**config.mk**
```make
export PLATFORM = sky130hd
export DESIGN_NAME = lba_to_chs_converter
export DESIGN_NICKNAME = d
export VERILOG_FILES = /design/src/rtl/l2c_pkg.sv /design/src/rtl/lba_to_chs_converter.sv
export SDC_FILE = /design/constraint.sdc
export NUM_CORES = 2
export LEC_CHECK = 0
export BUFFER_PORTS_ARGS = -buffer_cell sky130_fd_sc_hd__buf_2
export CAP_MARGIN = 0
export CORE_ASPECT_RATIO = 2
export CORE_MARGIN = 3
export CORE_UTILIZATION = 55
export CTS_BUF_LIST = sky130_fd_sc_hd__clkbuf_8
export CTS_CLUSTER_SIZE = 24
export DETAILED_ROUTE_END_ITERATION = 10
export GPL_TIMING_DRIVEN = 1
export PLACE_DENSITY_LB_ADDON = 0.25
export SETUP_SLACK_MARGIN = 0.5
export SLEW_MARGIN = 20
export SYNTH_ARGS = -nofsm -noshare
export SYNTH_HDL_FRONTEND = slang
export SYNTH_SLANG_ARGS = --single-unit
```
**constraint.sdc**
```tcl
create_clock -name clk -period 9.65 [get_ports clk]
set_clock_uncertainty 0.15 [all_clocks]
set_input_delay 0.4825 -clock clk [delete_from_list [all_inputs] [get_ports clk]]
set_output_delay 0.4825 -clock clk [all_outputs]
set_load 0.1 [all_outputs]
```
**src/rtl/l2c_pkg.sv**
```systemverilog
// shared types, widths and divider step functions for the lba to chs converter
`timescale 1ns / 1ps

package l2c_pkg;

	// address width taken from the request and width of the request port
	localparam int ADDR_W   = 32;
	localparam int IN_W     = 32;
	localparam int IN_BITS  = (ADDR_W < IN_W) ? ADDR_W : IN_W;

	// geometry widths
	localparam int HEADS_W  = 8;
	localparam int SPT_W    = 6;
	localparam int PC_W     = HEADS_W + SPT_W;
	localparam int CYL_W    = 10;
	localparam int WORD_W   = 16;

	// quotient bits resolved per pipeline stage
	localparam int DIV_STEP    = 4;
	localparam int DIV1_STAGES = (ADDR_W + DIV_STEP - 1) / DIV_STEP;
	localparam int DIV1_W      = DIV1_STAGES * DIV_STEP;
	localparam int DIV2_STAGES = (PC_W + DIV_STEP - 1) / DIV_STEP;
	localparam int DIV2_W      = DIV2_STAGES * DIV_STEP;

	// cylinder and head divider stages plus the output register
	localparam int LATENCY     = DIV1_STAGES + DIV2_STAGES + 1;

	// register map
	localparam int CFG_ADDR_W  = 3;
	localparam int CFG_DATA_W  = 32;
	localparam logic REG_HEAD_COUNT = 1'b0;
	localparam logic REG_SPT        = 1'b1;
	localparam logic [HEADS_W-1:0] HEAD_COUNT_RST = 8'd255;
	localparam logic [SPT_W-1:0]   SPT_RST        = 6'd63;
	localparam logic [CYL_W-1:0]   CYL_LIMIT      = 10'd1023;

	// cylinder divider stage: partial remainder, dividend/quotient shift word
	typedef struct packed {
		logic [PC_W-1:0]   rem;
		logic [DIV1_W-1:0] dq;
		logic [PC_W-1:0]   per_cyl;
		logic [SPT_W-1:0]  spt;
	} cdiv_t;

	// head divider stage
	typedef struct packed {
		logic [SPT_W-1:0]  rem;
		logic [DIV2_W-1:0] dq;
		logic [CYL_W-1:0]  cyl;
		logic [SPT_W-1:0]  spt;
	} hdiv_t;

	typedef struct packed {
		logic [PC_W-1:0]     rem;
		logic [DIV_STEP-1:0] q;
	} cstep_t;

	typedef struct packed {
		logic [SPT_W-1:0]    rem;
		logic [DIV_STEP-1:0] q;
	} hstep_t;

	// DIV_STEP restoring division steps against the cylinder size
	function automatic cstep_t cdiv_step(input logic [PC_W-1:0] rem_in,
		input logic [DIV_STEP-1:0] bits, input logic [PC_W-1:0] divisor);
		cstep_t res;
		logic [PC_W:0] t;
		logic [PC_W-1:0] r;
		r = rem_in;
		res.q = '0;
		for (int i = DIV_STEP - 1; i >= 0; i--) begin
			t = {r, bits[i]};
			if (t >= {1'b0, divisor}) begin
				t = t - {1'b0, divisor};
				res.q[i] = 1'b1;
			end
			r = t[PC_W-1:0];
		end
		res.rem = r;
		return res;
	endfunction

	// DIV_STEP restoring division steps against sectors per track
	function automatic hstep_t hdiv_step(input logic [SPT_W-1:0] rem_in,
		input logic [DIV_STEP-1:0] bits, input logic [SPT_W-1:0] divisor);
		hstep_t res;
		logic [SPT_W:0] t;
		logic [SPT_W-1:0] r;
		r = rem_in;
		res.q = '0;
		for (int i = DIV_STEP - 1; i >= 0; i--) begin
			t = {r, bits[i]};
			if (t >= {1'b0, divisor}) begin
				t = t - {1'b0, divisor};
				res.q[i] = 1'b1;
			end
			r = t[SPT_W-1:0];
		end
		res.rem = r;
		return res;
	endfunction

endpackage

```
**src/rtl/lba_to_chs_converter.sv**
```systemverilog
// lba to chs converter: geometry registers and pipelined divider chain
`timescale 1ns / 1ps

// Converts a logical block address into a head number and the packed
// sector/cylinder word of a partition table entry.
// Request channel: a request is taken at a clock edge where start is high
// and busy is low; busy is never raised, so one request can enter per cycle.
// Result channel: done is high for one cycle with head_number and
// sector_cylinder_word; the receiver cannot hold results off.
// Pipeline: one entry stage with the heads x sectors product, 8 cylinder
// divider stages resolving 4 quotient bits each, 4 head divider stages
// and one output register that drives done and the result.
// Throughput: one request per cycle, set by the fully pipelined dividers.
// Geometry is written through the APB port (head_count at 0, sectors per
// track at 4); zero acts as one. The user must write it only while no
// request is in flight; the block does not enforce it. Reset clears all
// valid bits and returns the geometry to 255 heads, 63 sectors per track.
module lba_to_chs_converter (
	input  logic        clk,
	input  logic        arst_n,
	input  logic        start,
	output logic        busy,
	input  logic [l2c_pkg::IN_W-1:0]       block_address,
	output logic        done,
	output logic [l2c_pkg::HEADS_W-1:0]    head_number,
	output logic [l2c_pkg::WORD_W-1:0]     sector_cylinder_word,
	input  logic        psel,
	input  logic        penable,
	input  logic        pwrite,
	input  logic [l2c_pkg::CFG_ADDR_W-1:0] paddr,
	input  logic [l2c_pkg::CFG_DATA_W-1:0] pwdata,
	output logic [l2c_pkg::CFG_DATA_W-1:0] prdata,
	output logic        pready
);

	logic [l2c_pkg::HEADS_W-1:0] head_count_q;
	logic [l2c_pkg::SPT_W-1:0]   spt_q;
	logic                        cfg_wr;

	logic                        vld_s1;
	l2c_pkg::cdiv_t              in_s1;
	logic [l2c_pkg::DIV1_W-1:0]  lba_ext;
	logic [l2c_pkg::HEADS_W-1:0] heads_eff;
	logic [l2c_pkg::SPT_W-1:0]   spt_eff;

	logic                        cdiv_vld_s [l2c_pkg::DIV1_STAGES];
	l2c_pkg::cdiv_t              cdiv_s     [l2c_pkg::DIV1_STAGES];
	logic                        hdiv_vld_s [l2c_pkg::DIV2_STAGES];
	l2c_pkg::hdiv_t              hdiv_s     [l2c_pkg::DIV2_STAGES];
	l2c_pkg::hdiv_t              hdiv_entry;

	logic                        done_q;
	logic [l2c_pkg::HEADS_W-1:0] head_q;
	logic [l2c_pkg::WORD_W-1:0]  word_q;
	logic [l2c_pkg::SPT_W-1:0]   sector;

	// apb port, always ready
	assign pready = 1'b1;
	assign busy   = 1'b0;
	assign cfg_wr = psel & penable & pwrite & pready;

	always_ff @(posedge clk or negedge arst_n) begin
		if (!arst_n) begin
			head_count_q <= l2c_pkg::HEAD_COUNT_RST;
			spt_q        <= l2c_pkg::SPT_RST;
		end else if (cfg_wr) begin
			case (paddr[2])
				l2c_pkg::REG_HEAD_COUNT: head_count_q <= pwdata[l2c_pkg::HEADS_W-1:0];
				l2c_pkg::REG_SPT:        spt_q        <= pwdata[l2c_pkg::SPT_W-1:0];
				default: ;
			endcase
		end
	end

	// register readback
	always_comb begin
		case (paddr[2])
			l2c_pkg::REG_HEAD_COUNT:
				prdata = {{(l2c_pkg::CFG_DATA_W-l2c_pkg::HEADS_W){1'b0}}, head_count_q};
			l2c_pkg::REG_SPT:
				prdata = {{(l2c_pkg::CFG_DATA_W-l2c_pkg::SPT_W){1'b0}}, spt_q};
			default: prdata = '0;
		endcase
	end

	// address masking and zero geometry treated as one
	always_comb begin
		lba_ext = '0;
		for (int i = 0; i < l2c_pkg::IN_BITS; i++) begin
			lba_ext[i] = block_address[i];
		end
	end

	assign heads_eff = (head_count_q == '0) ? l2c_pkg::HEADS_W'(1) : head_count_q;
	assign spt_eff   = (spt_q == '0) ? l2c_pkg::SPT_W'(1) : spt_q;

	// entry stage: capture request and heads x sectors product
	always_ff @(posedge clk or negedge arst_n) begin
		if (!arst_n) begin
			vld_s1 <= 1'b0;
		end else begin
			vld_s1 <= start & ~busy;
		end
	end

	always_ff @(posedge clk) begin
		if (start & ~busy) begin
			in_s1.rem     <= '0;
			in_s1.dq      <= lba_ext;
			in_s1.per_cyl <= l2c_pkg::PC_W'(heads_eff) * l2c_pkg::PC_W'(spt_eff);
			in_s1.spt     <= spt_eff;
		end
	end

	// cylinder divider: DIV_STEP quotient bits per stage
	for (genvar gk = 0; gk < l2c_pkg::DIV1_STAGES; gk++) begin : g_cdiv
		logic           vld_src;
		l2c_pkg::cdiv_t src;
		l2c_pkg::cstep_t st;

		if (gk == 0) begin : g_first
			assign vld_src = vld_s1;
			assign src     = in_s1;
		end else begin : g_next
			assign vld_src = cdiv_vld_s[gk-1];
			assign src     = cdiv_s[gk-1];
		end

		assign st = l2c_pkg::cdiv_step(src.rem,
			src.dq[l2c_pkg::DIV1_W-1 -: l2c_pkg::DIV_STEP], src.per_cyl);

		always_ff @(posedge clk or negedge arst_n) begin
			if (!arst_n) begin
				cdiv_vld_s[gk] <= 1'b0;
			end else begin
				cdiv_vld_s[gk] <= vld_src;
			end
		end

		always_ff @(posedge clk) begin
			if (vld_src) begin
				cdiv_s[gk].rem     <= st.rem;
				cdiv_s[gk].dq      <= {src.dq[l2c_pkg::DIV1_W-l2c_pkg::DIV_STEP-1:0], st.q};
				cdiv_s[gk].per_cyl <= src.per_cyl;
				cdiv_s[gk].spt     <= src.spt;
			end
		end
	end

	// saturate cylinder and start the head division on the remainder
	always_comb begin
		hdiv_entry.rem = '0;
		hdiv_entry.dq  = {{(l2c_pkg::DIV2_W-l2c_pkg::PC_W){1'b0}},
			cdiv_s[l2c_pkg::DIV1_STAGES-1].rem};
		hdiv_entry.spt = cdiv_s[l2c_pkg::DIV1_STAGES-1].spt;
		if (|cdiv_s[l2c_pkg::DIV1_STAGES-1].dq[l2c_pkg::DIV1_W-1:l2c_pkg::CYL_W]) begin
			hdiv_entry.cyl = l2c_pkg::CYL_LIMIT;
		end else begin
			hdiv_entry.cyl = cdiv_s[l2c_pkg::DIV1_STAGES-1].dq[l2c_pkg::CYL_W-1:0];
		end
	end

	// head divider: DIV_STEP quotient bits per stage
	for (genvar gj = 0; gj < l2c_pkg::DIV2_STAGES; gj++) begin : g_hdiv
		logic           vld_src;
		l2c_pkg::hdiv_t src;
		l2c_pkg::hstep_t st;

		if (gj == 0) begin : g_first
			assign vld_src = cdiv_vld_s[l2c_pkg::DIV1_STAGES-1];
			assign src     = hdiv_entry;
		end else begin : g_next
			assign vld_src = hdiv_vld_s[gj-1];
			assign src     = hdiv_s[gj-1];
		end

		assign st = l2c_pkg::hdiv_step(src.rem,
			src.dq[l2c_pkg::DIV2_W-1 -: l2c_pkg::DIV_STEP], src.spt);

		always_ff @(posedge clk or negedge arst_n) begin
			if (!arst_n) begin
				hdiv_vld_s[gj] <= 1'b0;
			end else begin
				hdiv_vld_s[gj] <= vld_src;
			end
		end

		always_ff @(posedge clk) begin
			if (vld_src) begin
				hdiv_s[gj].rem <= st.rem;
				hdiv_s[gj].dq  <= {src.dq[l2c_pkg::DIV2_W-l2c_pkg::DIV_STEP-1:0], st.q};
				hdiv_s[gj].cyl <= src.cyl;
				hdiv_s[gj].spt <= src.spt;
			end
		end
	end

	// output register: pack sector and cylinder
	assign sector = hdiv_s[l2c_pkg::DIV2_STAGES-1].rem + l2c_pkg::SPT_W'(1);

	always_ff @(posedge clk or negedge arst_n) begin
		if (!arst_n) begin
			done_q <= 1'b0;
		end else begin
			done_q <= hdiv_vld_s[l2c_pkg::DIV2_STAGES-1];
		end
	end

	always_ff @(posedge clk) begin
		if (hdiv_vld_s[l2c_pkg::DIV2_STAGES-1]) begin
			head_q <= hdiv_s[l2c_pkg::DIV2_STAGES-1].dq[l2c_pkg::HEADS_W-1:0];
			word_q <= {hdiv_s[l2c_pkg::DIV2_STAGES-1].cyl[7:0],
				hdiv_s[l2c_pkg::DIV2_STAGES-1].cyl[9:8], sector};
		end
	end

	assign done                 = done_q;
	assign head_number          = head_q;
	assign sector_cylinder_word = word_q;

	// every result traces back to a request a fixed latency earlier
	a_done_latency: assert property (@(posedge clk) disable iff (!arst_n)
		done |-> $past(start && !busy, l2c_pkg::LATENCY + 1))
		else $error("result without matching request");

	// every request yields a result a fixed latency later
	a_req_result: assert property (@(posedge clk) disable iff (!arst_n)
		(start && !busy) |-> ##(l2c_pkg::LATENCY + 1) done)
		else $error("request lost in pipeline");

	// cylinder division leaves a remainder below the cylinder size
	a_cyl_rem: assert property (@(posedge clk) disable iff (!arst_n)
		cdiv_vld_s[l2c_pkg::DIV1_STAGES-1] |->
		(cdiv_s[l2c_pkg::DIV1_STAGES-1].rem < cdiv_s[l2c_pkg::DIV1_STAGES-1].per_cyl))
		else $error("cylinder remainder out of range");

	// sector field is never zero and head never reaches 255
	a_fields: assert property (@(posedge clk) disable iff (!arst_n)
		done |-> (sector_cylinder_word[5:0] != '0) && (head_number != 8'hFF))
		else $error("sector or head field out of range");

endmodule

```
==> results.json <==
{
  "cts.sinks": 736,
  "cts_tree": "done",
  "required_ns": 10.05,
  "synth_edf_count": 708,
  "grt_pass1_wl_um": 251000,
  "synth_top_cell_area_share": 0.398,
  "tightest_slew_ns": 1.07,
  "dr_total_vias": 46200,
  "cts.clk_slew.worst_paths_ns": 0.07,
  "grt-ovfl-total": 0,
  "synth_area_um2": 53400,
  "rows": 161,
  "final_hold_viol_count": 0,
  "grt_usage": 0.326,
  "cp-start-kind": "register",
  "area_growth_syn_to_layout_pct": 33.1,
  "dp_hpwl_um": 126000,
  "setup_ws_ns": -0.0447,
  "cap_violations": 0,
  "dp_cells": 7087,
  "synth_warnings": 0,
  "antenna_found_initial": 9,
  "finalWirelength_um": 170000,
  "crit_path_top_delay_cell": "edfxtp_1",
  "clk_latency_ns": 0.87,
  "dr.first_iter.drc_count": 2684,
  "stdcell_count": 7647,
  "ys_async_sr_fraction": 0.0380,
  "slew_headroom": 0.288,
  "finalMaxSlewViolations": 0,
  "boundaryPins": 132,
  "die_area_um2": 101000,
  "final_nets": 7021,
  "synth_largest_area_cell": "edfxtp_1",
  "die_w_um": 226,
  "rsz0062_at_grt": "yes",
  "r2r-start": "cdiv_s[0][139]",
  "die_h_um": 447,
  "design_area_um2": 71100,
  "numCtsBuffers": 102,
  "io_buffers": 79,
  "setup_violations": 10,
  "drive_gt1_frac": 0.351,
  "hold_path_class": "in2reg",
  "synth_ff_type": "edfxtp_1",
  "htreeDepth": 3,
  "core_um2": 96300,
  "syn_avg_cell_area_um2": 10.6,
  "startpoint": "cdiv_s[0][139]",
  "clockBufferDepth": 3,
  "violations": "setup timing",
  "cpMostUsedCell": "o31a_1",
  "critPathMaxFanout": 8,
  "syn_inst": 5024,
  "grt_max_degree": 68,
  "place_ws_ns": -0.689,
  "grt_pass1_vias": 48800,
  "synth.area.top_cells": "edfxtp_1 40%, ha_1 13%, mux2_2 5.1%",
  "period_needed_ns": 9.69,
  "seq_area_frac_synth": 0.412,
  "wl_per_cell_um": 22.3,
  "hp-start": "pwrite",
  "dpl-instance-area_um2": 62100,
  "status": "finished with violations",
  "drc_errors": 0,
  "fin_util": 0.738,
  "crit_type": "reg2reg",
  "endpoint_kind": "register",
  "antenna_left": 0,
  "place_congestion": 0.982,
  "cp_slowest_stage_delay_ns": 0.40,
  "critPathBufInv": 6,
  "fmaxAchievable_mhz": 103,
  "firstDrtPassIters": 8,
  "start_util": 0.555,
  "synth.distinct_cells": 97,
  "crit_family": "compound AO/OA/AOI/OAI gates",
  "root_buffer": "clkbuf_8",
  "fillers": 6421,
  "ys_ff_latch": 736,
  "finalCritPeriodShare": 1.00,
  "routed_via_density": 6.05,
  "crit_arrival_ns": 10.10
}
[placed cells by master (no fill, tap or decap), types with 69 or more instances in the layout]
cell type and count:
a21o_1 162, a21oi_1 260, buf_2 82, buf_4 1056, buf_6 69, clkbuf_8 113, edfxtp_1 708, ha_1 435
ha_4 92, inv_1 391, mux2_2 174, mux2_4 76, nand2_1 283, nand3_1 71, nand4_1 83, nor2_1 267
nor2b_1 72, nor3_1 69, o21a_1 93, o21ai_0 167, xnor2_1 219, xor2_1 121
[metal layers]
layer	share of wire	track usage	up-vias
met5	0.000076	0	-
met2	0.54	0.631	1839
li1	-	-	21300
met1	0.29	0.263	22000
met4	0.12	0.316	2
met3	0.043	0.0556	1088
[layout make-up]
class	count	area [um2]	share of cell area
multi-input combinational	3778	33300	0.469
sequential	736	22000	0.309
timing repair buffer	1275	10000	0.141
inverter	435	1700	0.0239
clock buffer	113	1560	0.0219
tap	1222	1530	0.0215
clock inverter	81	916	0.0129
antenna	6	15.0	0.000211
timing repair inverter	1	7.51	0.000106
[path summary, 6_finish.rpt]
| kind | end | slack [ns] | cells past startpoint |
|---|---|---|---|
| min | spt_q[5] | 0.10 | 3 |
| min reg2reg | g_hdiv[3].vld_src | 0.23 | 0 |
| max in group asynchronous | g_cdiv[1].vld_src | 8.39 | 2 |
| max | cdiv_s[0][261] | -0.04 | 42 |
| min in group asynchronous | g_hdiv[0].vld_src | 0.21 | 2 |
| max reg2reg | cdiv_s[0][261] | -0.04 | 42 |
[through the flow]
stage                     hold slack, ns  TNS, ns
after global placement             0.207   -14.63
after detailed placement           0.220   -22.11
final                              0.105   -0.254
after CTS                        0.00503    -2.04
after floorplan                   0.0369    -2.10
after global routing              0.0544    -6.92
[worst min-delay path, stage by stage]
cell and delay [ns]:
buf_2 0.11, nand4_1 0.27, mux2_2 0.22
[registers in the layout (all words and copies together), names as in the netlist]
| name | count |
|---|---|
| sector_cylinder_word | 16 |
| g_cdiv.vld_src | 8 |
| spt_q | 6 |
| g_hdiv.vld_src | 4 |
| cdiv_s | 514 |
| hdiv_s | 118 |
| done | 1 |
| hdiv_vld_s | 1 |
| g_cdiv.src | 52 |
| head_number | 8 |
| head_count_q | 8 |
[synth_stat cells (30+ instances only)]
cell type / count
and3_1: 40
nor2b_1: 92
o21ai_0: 253
a21o_1: 163
mux2i_1: 75
xnor2_1: 220
a211oi_1: 42
ha_1: 549
nor3_1: 78
and2_1: 43
nand2_1: 307
fa_1: 70
a31oi_1: 30
mux2_2: 242
nand2b_1: 71
o21bai_1: 42
nor4_1: 37
nand4_1: 83
edfxtp_1: 708
a21oi_1: 312
o21a_1: 95
clkbuf_1: 49
nor2_1: 282
inv_1: 430
xor2_1: 121
nand3_1: 84
[what timing repair did]
| item | 4_1_cts | 5_1_grt |
|---|---|---|
| hold buffers | 41 | 0 |
| gates cloned | 9 | 4 |
| buffers inserted | 168 | 137 |
| pin swaps | 238 | 202 |
| gates resized for setup | 417 | 343 |
| endpoints found under the hold margin | 60 | 0 |
| endpoints found under the setup margin | 128 | 140 |
[cell families (layout without fill, tap and decap cells)]
family                   after synthesis  count (layout)  share of synthesized area
XOR/XNOR                             341             341                     0.0559
buffers and inverters                538            1905                     0.0405
adder cells (fa/ha/maj)              619             619                      0.155
AO/OA/AOI/OAI                       1241            1241                      0.155
flip-flops                           736             736                      0.412
other                                  2              34                   0.000141
multiplexers                         326             328                     0.0678
AND/OR/NAND/NOR                     1221            1221                      0.114
Power is not shown: default switching activity piles up to over one toggle a cycle in this logic, so the estimate is an artifact.
